$ cat src/design/lmc_pkg.sv
// Shared constants, types and the peak test for the 3x3 local maxima counter.
package lmc_pkg;

    // Frame limits and field widths
    localparam int MAX_COLS    = 1024;
    localparam int MAX_ROWS    = 4096;
    localparam int SAMPLE_BITS = 16;
    localparam int COL_BITS    = $clog2(MAX_COLS);
    localparam int ROW_BITS    = $clog2(MAX_ROWS);
    localparam int NCOLS_BITS  = 11;
    localparam int NROWS_BITS  = 13;
    localparam int COUNT_BITS  = 23;

    // APB register port
    localparam int APB_ADDR_BITS = 3;
    localparam int APB_DATA_BITS = 32;

    typedef enum logic
    {
        REG_NUM_ROWS,
        REG_NUM_COLS
    } reg_idx_t;

    typedef logic signed [SAMPLE_BITS-1:0] sample_t;

    // 3x3 neighborhood, [row][col], center at [1][1]
    typedef sample_t window_t [3][3];

    // Frame geometry seen by the datapath
    typedef struct packed
    {
        logic                clear;
        logic [ROW_BITS-1:0] last_row;
        logic [COL_BITS-1:0] last_col;
    } cfg_t;

    // One sample with its column from the line stores and position flags
    typedef struct packed
    {
        sample_t sample;
        sample_t above1;
        sample_t above2;
        logic    row_ge1;
        logic    row_ge2;
        logic    col_ge1;
        logic    col_ge2;
        logic    row_last;
        logic    col_last;
    } item_t;

    // Center is a peak when no in-bounds neighbor is strictly greater
    function automatic logic is_peak(input window_t win, input logic [2:0] row_ok,
                                     input logic [2:0] col_ok);
        logic peak;
        peak = 1'b1;
        for (int i = 0; i < 3; i++)
        begin
            for (int j = 0; j < 3; j++)
            begin
                if (!(i == 1 && j == 1) && row_ok[i] && col_ok[j] &&
                    ($signed(win[i][j]) > $signed(win[1][1])))
                begin
                    peak = 1'b0;
                end
            end
        end
        return peak;
    endfunction

endpackage

$ cat src/design/lmc_cfg.sv
// APB register block: frame size registers and the derived last row/column indexes.
module lmc_cfg (
    input  logic                             clk,
    input  logic                             rst_n,
    input  logic                             psel,
    input  logic                             penable,
    input  logic                             pwrite,
    input  logic [lmc_pkg::APB_ADDR_BITS-1:0] paddr,
    input  logic [lmc_pkg::APB_DATA_BITS-1:0] pwdata,
    output logic [lmc_pkg::APB_DATA_BITS-1:0] prdata,
    output logic                             pready,
    output lmc_pkg::cfg_t                    cfg
);

    logic [lmc_pkg::NROWS_BITS-1:0] num_rows_reg;
    logic [lmc_pkg::NCOLS_BITS-1:0] num_cols_reg;
    logic                           wr_en;
    lmc_pkg::reg_idx_t              reg_idx;

    assign pready  = 1'b1;
    assign wr_en   = psel && penable && pwrite;
    assign reg_idx = lmc_pkg::reg_idx_t'(paddr[2]);

    // Register writes
    always_ff @(posedge clk or negedge rst_n)
    begin
        if (!rst_n)
        begin
            num_rows_reg <= lmc_pkg::NROWS_BITS'(1);
            num_cols_reg <= lmc_pkg::NCOLS_BITS'(1);
        end
        else if (wr_en)
        begin
            unique case (reg_idx)
                lmc_pkg::REG_NUM_ROWS: num_rows_reg <= pwdata[lmc_pkg::NROWS_BITS-1:0];
                lmc_pkg::REG_NUM_COLS: num_cols_reg <= pwdata[lmc_pkg::NCOLS_BITS-1:0];
                default: ;
            endcase
        end
    end

    // Read back
    always_comb
    begin
        unique case (reg_idx)
            lmc_pkg::REG_NUM_ROWS: prdata = lmc_pkg::APB_DATA_BITS'(num_rows_reg);
            lmc_pkg::REG_NUM_COLS: prdata = lmc_pkg::APB_DATA_BITS'(num_cols_reg);
            default:               prdata = '0;
        endcase
    end

    // Zero counts as one, oversize counts as the maximum
    always_comb
    begin
        cfg.clear = wr_en;
        if (num_rows_reg == '0)
        begin
            cfg.last_row = '0;
        end
        else if (num_rows_reg > lmc_pkg::NROWS_BITS'(lmc_pkg::MAX_ROWS))
        begin
            cfg.last_row = lmc_pkg::ROW_BITS'(lmc_pkg::MAX_ROWS - 1);
        end
        else
        begin
            cfg.last_row = lmc_pkg::ROW_BITS'(num_rows_reg - lmc_pkg::NROWS_BITS'(1));
        end

        if (num_cols_reg == '0)
        begin
            cfg.last_col = '0;
        end
        else if (num_cols_reg > lmc_pkg::NCOLS_BITS'(lmc_pkg::MAX_COLS))
        begin
            cfg.last_col = lmc_pkg::COL_BITS'(lmc_pkg::MAX_COLS - 1);
        end
        else
        begin
            cfg.last_col = lmc_pkg::COL_BITS'(num_cols_reg - lmc_pkg::NCOLS_BITS'(1));
        end
    end

endmodule

$ cat config.mk
export PLATFORM = sky130hd
export DESIGN_NAME = lmc_cfg
export DESIGN_NICKNAME = d
export VERILOG_FILES = /design/src/design/lmc_pkg.sv /design/src/design/lmc_cfg.sv
export SDC_FILE = /design/constraint.sdc
export NUM_CORES = 1
export LEC_CHECK = 0
export CAP_MARGIN = 20
export CORE_ASPECT_RATIO = 0.7
export CORE_UTILIZATION = 40
export CTS_CLUSTER_SIZE = 16
export DETAILED_ROUTE_END_ITERATION = 16
export DONT_BUFFER_PORTS = 1
export PLACE_DENSITY = 0.52
export SLEW_MARGIN = 30
export SYNTH_ARGS = -nofsm -noshare
export SYNTH_HDL_FRONTEND = slang
export SYNTH_SLANG_ARGS = --single-unit
$ cat constraint.sdc
create_clock -name clk -period 2.75 [get_ports clk]
set_clock_uncertainty 0.15 [all_clocks]
set_input_delay 0.55 -clock clk [delete_from_list [all_inputs] [get_ports clk]]
set_output_delay 0.55 -clock clk [all_outputs]
set_load 0.02 [all_outputs]
### Yosys cells after proc, flatten, opt, wreduce, memory -nomap -nowiden

Cells that the tools add are included.

| cells by class | value |
|---|---|
| add/sub/neg operators | 2 |
| bitwise gates (word level) | 1 |
| divide/modulo/power cells | 0 |
| shift-type cells | 0 |
| mux-type cells | 5 |
| eq/ne operators | 0 |
| $mul | 0 |
| $lt $le $gt $ge | 2 |
| reductions and logical operators | 6 |

Operators by type and width:

| operator | number |
|---|---|
| $pmux 32 s2 | 1 |
| $mux 12 | 2 |
| $mux 10 | 2 |
| $gt 13x13->1 const B | 1 |
| $logic_not 13->1 | 1 |
| $sub 12x1->12 const B | 1 |
| $gt 11x11->1 const B | 1 |
| $logic_not 11->1 | 1 |
| $sub 10x1->10 const B | 1 |
| $reduce_and 2->1 | 2 |
| $logic_and 1x1->1 | 2 |
| $not 1->1 | 1 |

| word-level totals | value |
|---|---|
| bits in latches | 0 |
| memories | 0 |
| logic and storage cells | 18 |
| bits in registers | 24 |
| memory bits (writable) | 0 |
| memory bits (read-only) | 0 |

### Logic depth before layout (Yosys ltp)

| logic depth | value |
|---|---|
| word-level depth | 3 |
| mapped depth | 6 |

### Worst setup path after synthesis

No wires, ideal clock.

| path | value |
|---|---|
| kind | register to output |
| start point | register num_rows_reg[1] (netlist name) |
| end point | output port cfg[16] (netlist name) |
| setup slack | 0.282 ns |
| stages on the path, launching flop included | 7 |
| path buffers | 0 |
| required time | 2.050 ns |
| arrival | 1.768 ns |
| path through | dfrtp_1 inv_1 ha_1 nor3b_2 nand2_1 xor2_1 o21ai_0 |

RTL lines:

| element | line | RTL |
|---|---|---|
| start, declared | lmc_cfg.sv:15 | `logic [lmc_pkg::NROWS_BITS-1:0] num_rows_reg;` |
| start signal, assigned | lmc_cfg.sv:29 | `num_rows_reg <= lmc_pkg::NROWS_BITS'(1);` |
| start signal, assigned | lmc_cfg.sv:35 | `lmc_pkg::REG_NUM_ROWS: num_rows_reg <= pwdata[lmc_pkg::NROWS_BITS-1:0];` |
| end, declared | lmc_cfg.sv:12 | `output lmc_pkg::cfg_t cfg` |

==> impl_metrics.toml <==
[synth]
synth_top_area_share = 0.291
synth_seq_area_share = 0.318
yosys_register_bits = 24
postSynthCellCount = 196
synth_top_cells_by_area = "dfrtp_1, mux2_2, buf_4"
synth_top_family_by_area = "multiplexers"
synth_mux_area_frac = 0.196
synth-simple-area-share = 0.171
yosysUniqueCellTypes = 45
synth-adder-area-share = 0.0198
yosysWarnings = 0
synth.cell_area_sq_um = 1890
avgSynthCellArea_sq_um = 9.66
synth.largest_area_cell = "dfrtp_1"
synth_compound_area_frac = 0.137
synth-xor-area-share = 0.0416

[layout]
largest_register_ff_count = 13
antenna_cell_count = 0
drive_above_1_share = 0.393
finish.cell_count_without_fillers = 266
fillerInstances = 410
final_net_count = 255
area_growth_pct = 11.9

[clock_network]
cts_tree = "built"
cts_made_buffers = 3
cts_htree_levels = 1
cts-root-buf = "clkbuf_8"
worstSkewPairLatency_ns = 0.26
clk_pin_slew_ns = 0.08
cts_sink_cnt = 24
clockBufferDepth = 2

[floorplanning]
fp-row-count = 20
placeableCoreArea_sq_um = 4430
floorplan.io_pins = 96
die_outline_width_um = 84.3
starting_utilization_of_the_core_area = 0.428
fp.dieArea_sq_um = 5020
dieHeight_um = 59.6

[worst_setup_path]
arrival_worst_endpoint_ns = 1.98
setup.worst_path.start_class = "flip-flop"
critical_path_class = "flip-flop to output port"
worstPathBufferInverterCount = 0
critical_path_cell_count = 4
critPathCaptureType = "output port"
crit_required_ns = 2.05
reg2regPathDepth = 1
critical_path.reg2reg.startpoint = "num_rows_reg[12]$_DFFE_PN0P_"
crit_path_top_delay_cell = "or4_4"
top_cell_family_by_delay_on_the_critical_path = "simple AND/OR/NAND/NOR gates"
critPathLaunch = "num_rows_reg[2]$_DFFE_PN0P_"
ff_to_ff_end = "num_rows_reg[12]$_DFFE_PN0P_"
cpPeakStageDelay_ns = 0.62
worst-path-max-fanout = 8
reg2reg_slack_ns = 1.63
critical_path.cell_chain = "or4_4 > nor4_4 > xor2_1 > a22o_2"

[power_and_ir_drop]
p_leak_uw = 0.000865
p_switching_uw = 735
clock_power_share = 0.131
power.total_uw = 1610
power.density_cell_area_nw_per_um2 = 762
cellInternalPower_uw = 879
vdd_drop_max_uv = 302
share_seq_of_total_power = 0.382
switching_share = 0.455
share_comb_of_total_power = 0.487

[sta]
slew-limit-headroom = 0.531
slew_viol_final = 0
endpoints_failing_hold = 0
max_freq_mhz = 373
rsz_0062_raised_after_global_routing = "yes"
layout_worst_path_cycle_share = 0.976
worst_max_slew_pin_slew_ns = 0.696
setup_viol_count_final = 0
hold_ws_ns = 0.119
post-route-min-period_ns = 2.68

[global_routing]
grt_busiest_layer = "met2"
global_route.usage.total = 0.181
grt.met1_usage = 0.244
grt_util_met2 = 0.301
grt_first_pass_wirelength_um = 6960
use_met3 = 0.0529
number_of_antenna_violations_at_the_first_check_in_global_routing = 0
grt_max_degree = 25
first_global_vias = 1377
gr-total-overflow = 0

[placement]
dp_hpwl_um = 3330
place.gp.congestion = 0.857
placement.io_buffers = 0
placed_cells = 255

[route]
drt-initial-drc-count = 91
vias = 1507
ant_nets = 0
drcViolationCount = 14
drtPass1Iterations = 10
wl_per_cell_um = 17.0
finalWirelength_um = 4520
post_drt_via_cell_ratio = 5.67

[outcome]
outcome = "finished with violations"
violations = "DRC"

[worst_hold_path]
hold_path.class = "input pin to asynchronous set/reset pin"

[run]
drv.max_cap_violation_count = 0
==> cell usage in the layout, fill, tap and decap left out, types with 4 or more instances in the layout <==
master	instances
mux2_2	33
conb_1	20
buf_4	20
dfrtp_1	19
nor2_1	10
nand2_1	9
a21oi_1	8
o21ai_0	6
xor2_1	6
nor2b_1	4
a31oi_1	4
o21ai_1	4
==> cell families after synthesis <==
kind of cell               after synthesis
muxes                                   33
other                                    2
xor gates and xnor gates                 9
DFF                                     24
buffers and inverters                   33
adders and majority gates                3
AOI/OAI and AO/OA                       40
and+or+nand+nor                         52
==> per-stage QoR <==
| step | cell area (sq um) | setup TNS [ns] | util | setup WS (ns) |
|---|---|---|---|---|
| 2_1_floorplan | 1960 | 0 | - | 0.282 |
| 3_3_place_gp | 1950 | 0 | 0.440 | 0.193 |
| 3_5_place_dp | 1950 | 0 | 0.440 | 0.119 |
| 4_1_cts | 2040 | 0 | 0.461 | 0.00258 |
| 5_1_grt | 2120 | -0.210 | 0.479 | -0.0560 |
| 6_report | 2120 | 0 | 0.479 | 0.0673 |
==> synthesized netlist by cell type, drive strengths merged <==
cell type and n:
nor2 11, nor3b 2, nor3 5, a21boi 1, nor2b 5, o21ai 10, nand3b 2, and3 1
clkbuf 5, o31ai 3, a22o 3, nand4b 1, ha 3, nand2b 2, nor4 4, nand3 2
or3 2, a21oi 9, nand2 10, dfrtp 22, inv 4, a31oi 4, xor2 6, a211oi 3
a311o 1, mux2 33, dfstp 2, a2111oi 1, a221o 1, buf 24, conb 2, nand4 2
o22a 1, a21o 2, or4 1, xnor2 3, or2 1, a311oi 1, and2 1
==> layer usage <==
metal / wire length (um) / vias to the layer above
met4: 38 / 0
met5: 0 / -
met3: 310 / 4
met1: 2070 / 743
met2: 2100 / 58
li1: - / 702
==> area by class of cell <==
type / count / area [sq um] / share of cell area
Clock buffer: 4 / 45.0 / 0.0213
Inverter: 4 / 15.0 / 0.00708
Multi-Input combinational cell: 157 / 1220 / 0.574
Sequential cell: 24 / 607 / 0.286
Tap cell: 55 / 68.8 / 0.0325
Timing Repair Buffer: 22 / 166 / 0.0785
==> power groups by stage <==
stage	Sequential (uW)	Clock [uW]	Combinational (uW)
after floorplan	534	0	624
after global placement	595	0	711
after detailed placement	605	0	726
after CTS	601	218	756
after global routing	635	241	848
final	616	212	786
==> worst max path at each step <==
stage                   end  slack [ns]
global placement    cfg[14]        0.19
finish              cfg[17]        0.07
CTS                 cfg[20]       0.003
detailed placement  cfg[12]        0.12
floorplan           cfg[16]        0.28
global route         cfg[0]       -0.06
==> what timing repair did <==
| action | 4_1_cts | 5_1_grt |
|---|---|---|
| hold endpoints to repair | 24 | 0 |
| hold buffers | 1 | 0 |
| pin swaps | 3 | 8 |
| setup buffers | 2 | 4 |
| endpoints found under the setup margin | 14 | 19 |
| gates resized for setup | 6 | 22 |
Note: power is estimated with default switching activity, not from simulation.
