--- src/design/lmc_pkg.sv ---
// Shared constants, types and the peak test for the 3x3 local maxima counter.
package lmc_pkg;

    // Frame limits and field widths
    localparam int MAX_COLS    = 1024;
    localparam int MAX_ROWS    = 4096;
    localparam int SAMPLE_BITS = 16;
    localparam int COL_BITS    = $clog2(MAX_COLS);
    localparam int ROW_BITS    = $clog2(MAX_ROWS);
    localparam int NCOLS_BITS  = 11;
    localparam int NROWS_BITS  = 13;
    localparam int COUNT_BITS  = 23;

    // APB register port
    localparam int APB_ADDR_BITS = 3;
    localparam int APB_DATA_BITS = 32;

    typedef enum logic
    {
        REG_NUM_ROWS,
        REG_NUM_COLS
    } reg_idx_t;

    typedef logic signed [SAMPLE_BITS-1:0] sample_t;

    // 3x3 neighborhood, [row][col], center at [1][1]
    typedef sample_t window_t [3][3];

    // Frame geometry seen by the datapath
    typedef struct packed
    {
        logic                clear;
        logic [ROW_BITS-1:0] last_row;
        logic [COL_BITS-1:0] last_col;
    } cfg_t;

    // One sample with its column from the line stores and position flags
    typedef struct packed
    {
        sample_t sample;
        sample_t above1;
        sample_t above2;
        logic    row_ge1;
        logic    row_ge2;
        logic    col_ge1;
        logic    col_ge2;
        logic    row_last;
        logic    col_last;
    } item_t;

    // Center is a peak when no in-bounds neighbor is strictly greater
    function automatic logic is_peak(input window_t win, input logic [2:0] row_ok,
                                     input logic [2:0] col_ok);
        logic peak;
        peak = 1'b1;
        for (int i = 0; i < 3; i++)
        begin
            for (int j = 0; j < 3; j++)
            begin
                if (!(i == 1 && j == 1) && row_ok[i] && col_ok[j] &&
                    ($signed(win[i][j]) > $signed(win[1][1])))
                begin
                    peak = 1'b0;
                end
            end
        end
        return peak;
    endfunction

endpackage

--- src/design/lmc_peak.sv ---
// Window registers, up to four peak tests per sample, running count and result register.
module lmc_peak (
    input  logic                           clk,
    input  logic                           rst_n,
    input  lmc_pkg::cfg_t                  cfg,
    input  logic                           item_valid,
    input  lmc_pkg::item_t                 item,
    output logic                           take,
    output logic                           count_valid,
    input  logic                           count_stall,
    output logic [lmc_pkg::COUNT_BITS-1:0] maxima_count
);

    lmc_pkg::sample_t               m1_reg [3];
    lmc_pkg::sample_t               m2_reg [3];
    lmc_pkg::sample_t               live [3];
    lmc_pkg::window_t               w_mid;
    lmc_pkg::window_t               w_right;
    lmc_pkg::window_t               w_bot;
    lmc_pkg::window_t               w_corner;
    logic                           hit_mid;
    logic                           hit_right;
    logic                           hit_bot;
    logic                           hit_corner;
    logic [2:0]                     hits;
    logic [lmc_pkg::COUNT_BITS-1:0] total;
    logic [lmc_pkg::COUNT_BITS-1:0] running_reg;
    logic [lmc_pkg::COUNT_BITS-1:0] count_reg;
    logic                           count_valid_reg;
    logic                           frame_end;

    // Column arriving now: rows r-2, r-1, r
    assign live[0] = item.above2;
    assign live[1] = item.above1;
    assign live[2] = item.sample;

    assign frame_end = item.row_last && item.col_last;
    assign take      = item_valid && (!frame_end || !count_valid_reg || !count_stall);

    // Neighborhoods: columns m2/m1/live are c-2, c-1, c; rows r-2, r-1, r
    always_comb
    begin
        for (int i = 0; i < 3; i++)
        begin
            // center (r-1, c-1)
            w_mid[i][0]   = m2_reg[i];
            w_mid[i][1]   = m1_reg[i];
            w_mid[i][2]   = live[i];
            // center (r-1, c) on the last column
            w_right[i][0] = m1_reg[i];
            w_right[i][1] = live[i];
            w_right[i][2] = live[i];
        end
        for (int i = 0; i < 3; i++)
        begin
            // on the last row the window moves down by one; row below is padding
            w_bot[i][0]    = m2_reg[(i == 0) ? 1 : 2];
            w_bot[i][1]    = m1_reg[(i == 0) ? 1 : 2];
            w_bot[i][2]    = live[(i == 0) ? 1 : 2];
            w_corner[i][0] = m1_reg[(i == 0) ? 1 : 2];
            w_corner[i][1] = live[(i == 0) ? 1 : 2];
            w_corner[i][2] = live[(i == 0) ? 1 : 2];
        end
    end

    // Peak tests; out-of-frame neighbors are masked by row/col flags
    always_comb
    begin
        hit_mid    = item.row_ge1 && item.col_ge1 &&
                     lmc_pkg::is_peak(w_mid, {2'b11, item.row_ge2}, {2'b11, item.col_ge2});
        hit_right  = item.row_ge1 && item.col_last &&
                     lmc_pkg::is_peak(w_right, {2'b11, item.row_ge2}, {2'b01, item.col_ge1});
        hit_bot    = item.row_last && item.col_ge1 &&
                     lmc_pkg::is_peak(w_bot, {2'b01, item.row_ge1}, {2'b11, item.col_ge2});
        hit_corner = frame_end &&
                     lmc_pkg::is_peak(w_corner, {2'b01, item.row_ge1}, {2'b01, item.col_ge1});
        hits       = 3'(hit_mid) + 3'(hit_right) + 3'(hit_bot) + 3'(hit_corner);
        total      = running_reg + lmc_pkg::COUNT_BITS'(hits);
    end

    // Window shift
    always_ff @(posedge clk)
    begin
        if (take)
        begin
            for (int i = 0; i < 3; i++)
            begin
                m2_reg[i] <= m1_reg[i];
                m1_reg[i] <= live[i];
            end
        end
    end

    // Running count and result valid
    always_ff @(posedge clk or negedge rst_n)
    begin
        if (!rst_n)
        begin
            running_reg     <= '0;
            count_valid_reg <= 1'b0;
        end
        else
        begin
            if (cfg.clear)
            begin
                running_reg <= '0;
            end
            else if (take)
            begin
                running_reg <= frame_end ? '0 : total;
            end

            if (take && frame_end)
            begin
                count_valid_reg <= 1'b1;
            end
            else if (!count_stall)
            begin
                count_valid_reg <= 1'b0;
            end
        end
    end

    // Result payload
    always_ff @(posedge clk)
    begin
        if (take && frame_end)
        begin
            count_reg <= total;
        end
    end

    assign count_valid  = count_valid_reg;
    assign maxima_count = count_reg;

endmodule

--- config.mk ---
export PLATFORM = sky130hd
export DESIGN_NAME = lmc_peak
export DESIGN_NICKNAME = d
export VERILOG_FILES = /design/src/design/lmc_pkg.sv /design/src/design/lmc_peak.sv
export SDC_FILE = /design/constraint.sdc
export NUM_CORES = 1
export LEC_CHECK = 0
export BUFFER_PORTS_ARGS = -buffer_cell sky130_fd_sc_hd__buf_2
export CORE_UTILIZATION = 61
export DETAILED_ROUTE_END_ITERATION = 7
export GPL_ROUTABILITY_DRIVEN = 0
export MAX_ROUTING_LAYER = met4
export PLACE_DENSITY = 0.82
export SLEW_MARGIN = 20
export SYNTH_ARGS = -nofsm -noshare
export SYNTH_HDL_FRONTEND = slang
export SYNTH_SLANG_ARGS = --single-unit
export TNS_END_PERCENT = 5
--- constraint.sdc ---
create_clock -name clk -period 6.7 [get_ports clk]
set_clock_uncertainty 0.2 [all_clocks]
set_input_delay 1.005 -clock clk [delete_from_list [all_inputs] [get_ports clk]]
set_output_delay 1.005 -clock clk [all_outputs]
set_load 0.05 [all_outputs]
# Yosys cells after proc, flatten, opt, wreduce, memory -nomap -nowiden
# Memory sizes are Yosys's and may differ from the RTL's.
# Index checks and enable logic that the tools add are counted.
dict set report totals {
  regBits 47
  ramBits 96
  inputBits 81
  out_inout_bits 25
  memories 2
}
dict set report op_classes {
  n_addsub 4
  magnitude_cmp 21
  eq_ne 1
  mux 28
  reduce_logical 35
}
# memory words word_bits read_ports rd_ports_with_merged_regs write_ports line
set mem_list {}
lappend mem_list {m1_reg 3 16 3 0 3 lmc_peak.sv:14} ;# lmc_pkg::sample_t m1_reg [3];
lappend mem_list {m2_reg 3 16 3 0 3 lmc_peak.sv:15} ;# lmc_pkg::sample_t m2_reg [3];
# operator count
set ops {}
lappend ops {{$gt A16 B16 Y1} 21}
lappend ops {{$mux W23} 3}
lappend ops {{$logic_and A1 B1 Y1} 29}
lappend ops {{$mux W1} 25}
lappend ops {{$add A23 B3 Y23} 1}
lappend ops {{$add A2 B1 Y3} 1}
lappend ops {{$add A3 B1 Y3} 1}
lappend ops {{$logic_not A1 Y1} 3}
lappend ops {{$add A1 B1 Y2} 1}
lappend ops {{$logic_or A1 B1 Y1} 2}
lappend ops {{$ne A2 B1 Y1 const B} 1}
lappend ops {{$reduce_bool A2 Y1} 1}

# Logic depth before layout (Yosys ltp)
dict set report depth {
  depth_word 18
  ltp_mapped 22
  ltp_nobuf 21
}

# Worst setup path after synthesis
# No wires, ideal clock.
dict set report synth_path {
  kind {input to register}
  start {input item[1] in the netlist's numbering}
  end {register count_reg (netlist bit maxima_count[0]) (enable)}
  t_arrival_ps 4957
  required_time_ps 6093
  slack_ps 1136
  path_stages 3
  cell_sequence {nand2_1 -> o21a_1 -> nor2b_1}
}
dict set report synth_via {
  elab_chain_len 6
}
# element line
set synth_rtl {}
lappend synth_rtl {{start: declaration} lmc_peak.sv:7} ;# input lmc_pkg::item_t item,
lappend synth_rtl {{$logic_and A1 B1 Y1} lmc_peak.sv:37} ;# assign frame_end = item.row_last && item.col_last;
lappend synth_rtl {{$logic_not A1 Y1} lmc_peak.sv:38} ;# assign take = item_valid && (!frame_end || !count_valid_reg || !count_stall);
lappend synth_rtl {{$logic_or A1 B1 Y1 (2 in a row)} lmc_peak.sv:38}
lappend synth_rtl {{$logic_and A1 B1 Y1} lmc_peak.sv:38}
lappend synth_rtl {{named net take} lmc_peak.sv:8} ;# output logic take,
lappend synth_rtl {{$logic_and A1 B1 Y1} lmc_peak.sv:127} ;# if (take && frame_end)
lappend synth_rtl {{end signal: assignment} lmc_peak.sv:129} ;# count_reg <= total;
lappend synth_rtl {{end: declaration} lmc_peak.sv:28} ;# logic [lmc_pkg::COUNT_BITS-1:0] count_reg;
# The timed path passes the listed nets, and every way through them passes these cells.
# A chain may end at the register's enable or synchronous reset.

# Worst setup path in the final report
dict set report layout_path {
  start {input item[23] in the netlist's numbering}
  end {register running_reg[22] in the netlist's numbering}
}
dict set report layout_via {
  elab_chain_len 15
  elab_cells_between_ends 39
  cone_classes {add/sub (4); order compare (8); mux (17); reduce/logical (10)}
}
# element line
set layout_rtl {}
lappend layout_rtl {{$gt A16 B16 Y1} lmc_pkg.sv:61} ;# ($signed(win[i][j]) > $signed(win[1][1])))
lappend layout_rtl {{$logic_and A1 B1 Y1} lmc_pkg.sv:60} ;# if (!(i == 1 && j == 1) && row_ok[i] && col_ok[j] &&
lappend layout_rtl {{$mux W1 (5 in a row)} lmc_pkg.sv:60}
lappend layout_rtl {{$logic_and A1 B1 Y1} lmc_peak.sv:71} ;# hit_right = item.row_ge1 && item.col_last &&
lappend layout_rtl {{$add A1 B1 Y2} lmc_peak.sv:77} ;# hits = 3'(hit_mid) + 3'(hit_right) + 3'(hit_bot) + 3'(hit_corner);
lappend layout_rtl {{$add A2 B1 Y3} lmc_peak.sv:77}
lappend layout_rtl {{$add A3 B1 Y3 (*)} lmc_peak.sv:77}
lappend layout_rtl {{$add A23 B3 Y23 (*)} lmc_peak.sv:78} ;# total = running_reg + lmc_pkg::COUNT_BITS'(hits);
lappend layout_rtl {{$mux W23 (*)} lmc_peak.sv:110} ;# running_reg <= frame_end ? '0 : total;
lappend layout_rtl {{$mux W23 (*)} lmc_peak.sv:108} ;# else if (take)
lappend layout_rtl {{$mux W23 (*)} lmc_peak.sv:104} ;# if (cfg.clear)
lappend layout_rtl {{end signal: assignment} lmc_peak.sv:110}
lappend layout_rtl {{end: declaration} lmc_peak.sv:27} ;# logic [lmc_pkg::COUNT_BITS-1:0] running_reg;
# Mark *: on every way between the ends. The rest lies on a longest branch, timed or not. The select of a mux whose other input is x is not followed.

==> impl_metrics.toml <==
[grt]
gr-usage-all-layers_pct = 31.4
grt_pass1_wl_um = 41900
grt_max_degree = 64
grt_antenna_before_repair = 0
vias_in_the_first_global_route = 8394
overflow = 0

[flow_run]
max_cap_viol_count = 0

[final_layout]
design_area_um2 = 12100
final-seq-area_um2 = 4170
area_growth_from_synthesis_to_layout_pct = 12.0
fin_nets = 1410
multi_input_comb_area_um2 = 6240
drive_gt1_share_pct = 12.6
n_fill_cell = 1226
diodes = 0

[hold_path]
hold_path_depth = 0
timing.hold.worst.start = "m1_reg[0][0]"
timing.hold.worst_endpoint = "m2_reg[0][0]"
hold_class = "flop to flop"

[detailed_routing]
drt-pass1-iter-count = 5
wirelength_um = 26300
final_routed_drc_violation_total = 0
detail_route.iter0.violations = 747
vias = 8467
detail_route.vias_per_cell = 6.40
drt-wirelength-per-cell_um = 19.9
route.antenna.remaining_nets = 0

[sta]
tightestPinTransition_ns = 0.859
rsz0062_at_grt = "no"
report.final.slew_viol_count = 0
setup-violations-final = 0
fmax_mhz = 169
timing.final.ws_setup_ns = 0.787
finalSetupTns_ns = 0
min_period_ns = 5.91
post-route-period-util_pct = 88.3
hold_vio_cnt_final = 0
max_slew_margin_pct = 42.7

[floorplanning]
die-width_um = 135
fp.dieH_um = 135
starting_density_pct = 62.3
placeableCoreArea_um2 = 17300
die_area_um2 = 18200
top_level_ports = 106
num_rows = 48

[cts]
clock_path_buffers = 2
clk-insertion-delay-late_ns = 0.44
tritoncts.num_buffers = 17
cts.sink_count = 143
cts_root_buffer = "clkbuf_16"
clk_pin_slew_worst_paths_ns = 0.07
h-tree-depth = 4
cts_tree = "done"
cts_post_setup_buffers_inserted = 0
cts.repair.resized = 0
cts-hold-fix-buffers = 0

[critical_path]
critPathLaunchType = "primary input"
critical_path.max_fanout = 7
crit-reg2reg-capture = "running_reg[22]"
r2r_setup_slack_ns = 0.81
reg2reg_depth = 21
critPathArrivalTime_ns = 6.02
crit_start = "item[23]"
type_of_element_capturing_the_critical_path = "flop"
critical_path_required_ns = 6.81
rr_startpoint = "m1_reg[0][31]"
timing.setup.critical_path_class = "primary input to flop"

[synthesis]
yosysSeqAreaShare_pct = 38.8
number_of_synthesized_flops_with_an_enable_pin = 119
synth.distinct_cells = 69
dominant_cells_by_area_after_synthesis = "edfxtp_1 (33%), ha_1 (28%), dfrtp_1 (5.6%)"
yosys.area.top_type_share_pct = 33.2
post-synth-top-count-cell = "ha_1"
mappedNetlistArea_um2 = 10800
ys_top_cells_by_count = "ha_1 (241), edfxtp_1 (119), inv_1 (88)"
async_reset_ff_share_pct = 16.8
syn_area_per_cell_um2 = 10.9
dominantRegCellSynth = "edfxtp_1"
ys_warn_count = 0
synth_area_leader_cell = "edfxtp_1"
number_of_instances_in_the_synthesized_netlist = 990
synthesis.nets = 1315
yosys_reg_bits = 143

[power_and_ir_drop]
powerDensity_nw_per_um2 = 203
irDropWorstVdd_v = 0.000177
leakagePower_nw = 5.73

[placed_design]
buffer_ports.inserted = 83
hpwl_um = 20500
post-place-ws_ns = 0.456
dpl-instance-area_um2 = 11500

[run_status]
outcome = "complete, no violations"
==> worst max path at each step <==
stage	to	slack [ns]
floorplan	maxima_count[0]	1.14
global placement	running_reg[22]	0.62
detailed placement	running_reg[22]	0.46
CTS	running_reg[22]	0.81
global route	running_reg[22]	0.41
finish	running_reg[22]	0.79
==> power by group <==
| part | switching, mW | internal, mW |
|---|---|---|
| registers | 0.0333 | 1.01 |
| clock network | 0.375 | 0.584 |
| logic | 0.270 | 0.176 |
| total | 0.678 | 1.77 |
==> cell type report <==
cell class	count	share of cell area, %
Clock inverter	8	0.622
Timing Repair Buffer	86	3.63
Multi-Input combinational cell	749	51.7
Inverter	88	2.74
Sequential cell	143	34.6
Clock buffer	24	4.35
Tap cell	225	2.33
==> cells in the final DEF (no fill, tap or decap), types with 5 or more instances in the layout <==
master,synthesis,final
and4_1,13,13
buf_2,3,83
nand2b_1,5,5
nand3_1,28,28
nand2_1,59,59
inv_1,88,88
a22o_1,13,13
and2_1,6,6
edfxtp_1,119,119
nor3_1,9,9
a211oi_1,5,5
xnor2_1,9,9
nor2_1,24,24
xor2_1,12,12
o211ai_1,17,17
o21ai_0,41,41
a31oi_1,10,10
nand4_1,37,37
o31ai_1,6,6
a21oi_1,84,84
nor4_1,8,8
ha_1,241,241
clkbuf_16,0,19
o21bai_1,5,5
nor2b_1,11,10
a21o_1,31,31
mux2i_1,6,6
and3_1,9,9
dfrtp_1,24,24
==> metrics by stage <==
step	power, mW	utilization (%)	instances	hold slack, ns
floorplan	1.35	-	990	0.226
global placement	1.47	66.2	1291	0.234
detailed placement	1.49	66.2	1291	0.260
CTS	2.44	69.7	1323	0.276
global route	2.54	69.7	1323	0.289
finish	2.45	69.7	1323	0.277
==> cell families (layout without fill, tap and decap cells) <==
| group | Yosys count | in the layout | synth area share (%) |
|---|---|---|---|
| adder cells (fa/ha/maj) | 244 | 244 | 28.6 |
| AO/OA/AOI/OAI | 239 | 239 | 14.0 |
| AND/OR/NAND/NOR | 233 | 233 | 12.2 |
| flip-flops | 143 | 143 | 38.8 |
| buffers and inverters | 98 | 206 | 3.48 |
| XOR/XNOR | 22 | 22 | 1.86 |
| multiplexers | 11 | 11 | 1.08 |
==> routing by layer <==
layer	track usage, %	vias up	part of all wire, %
met1	41.2	4083	44
li1	-	3991	-
met5	-	-	0
met3	4.80	49	7.0
met4	10.1	0	2.3
met2	49.8	344	47
==> worst max-delay path, stage by stage <==
cell and delay, ns:
buf_2 0.13, inv_1 0.20, ha_1 0.29, nor2b_1 0.13
o211ai_1 0.26, a21oi_1 0.12, or2_2 0.28, o211ai_1 0.36
o2111a_1 0.26, o211ai_1 0.11, fa_1 0.53, inv_1 0.11
fa_1 0.21, inv_1 0.06, fa_1 0.43, nand3b_2 0.30
nor2_4 0.25, and4_1 0.38, and3_1 0.27, nor2_1 0.06
o21ai_0 0.14, o21ai_0 0.10
Note: power is estimated with default switching activity, not from simulation.
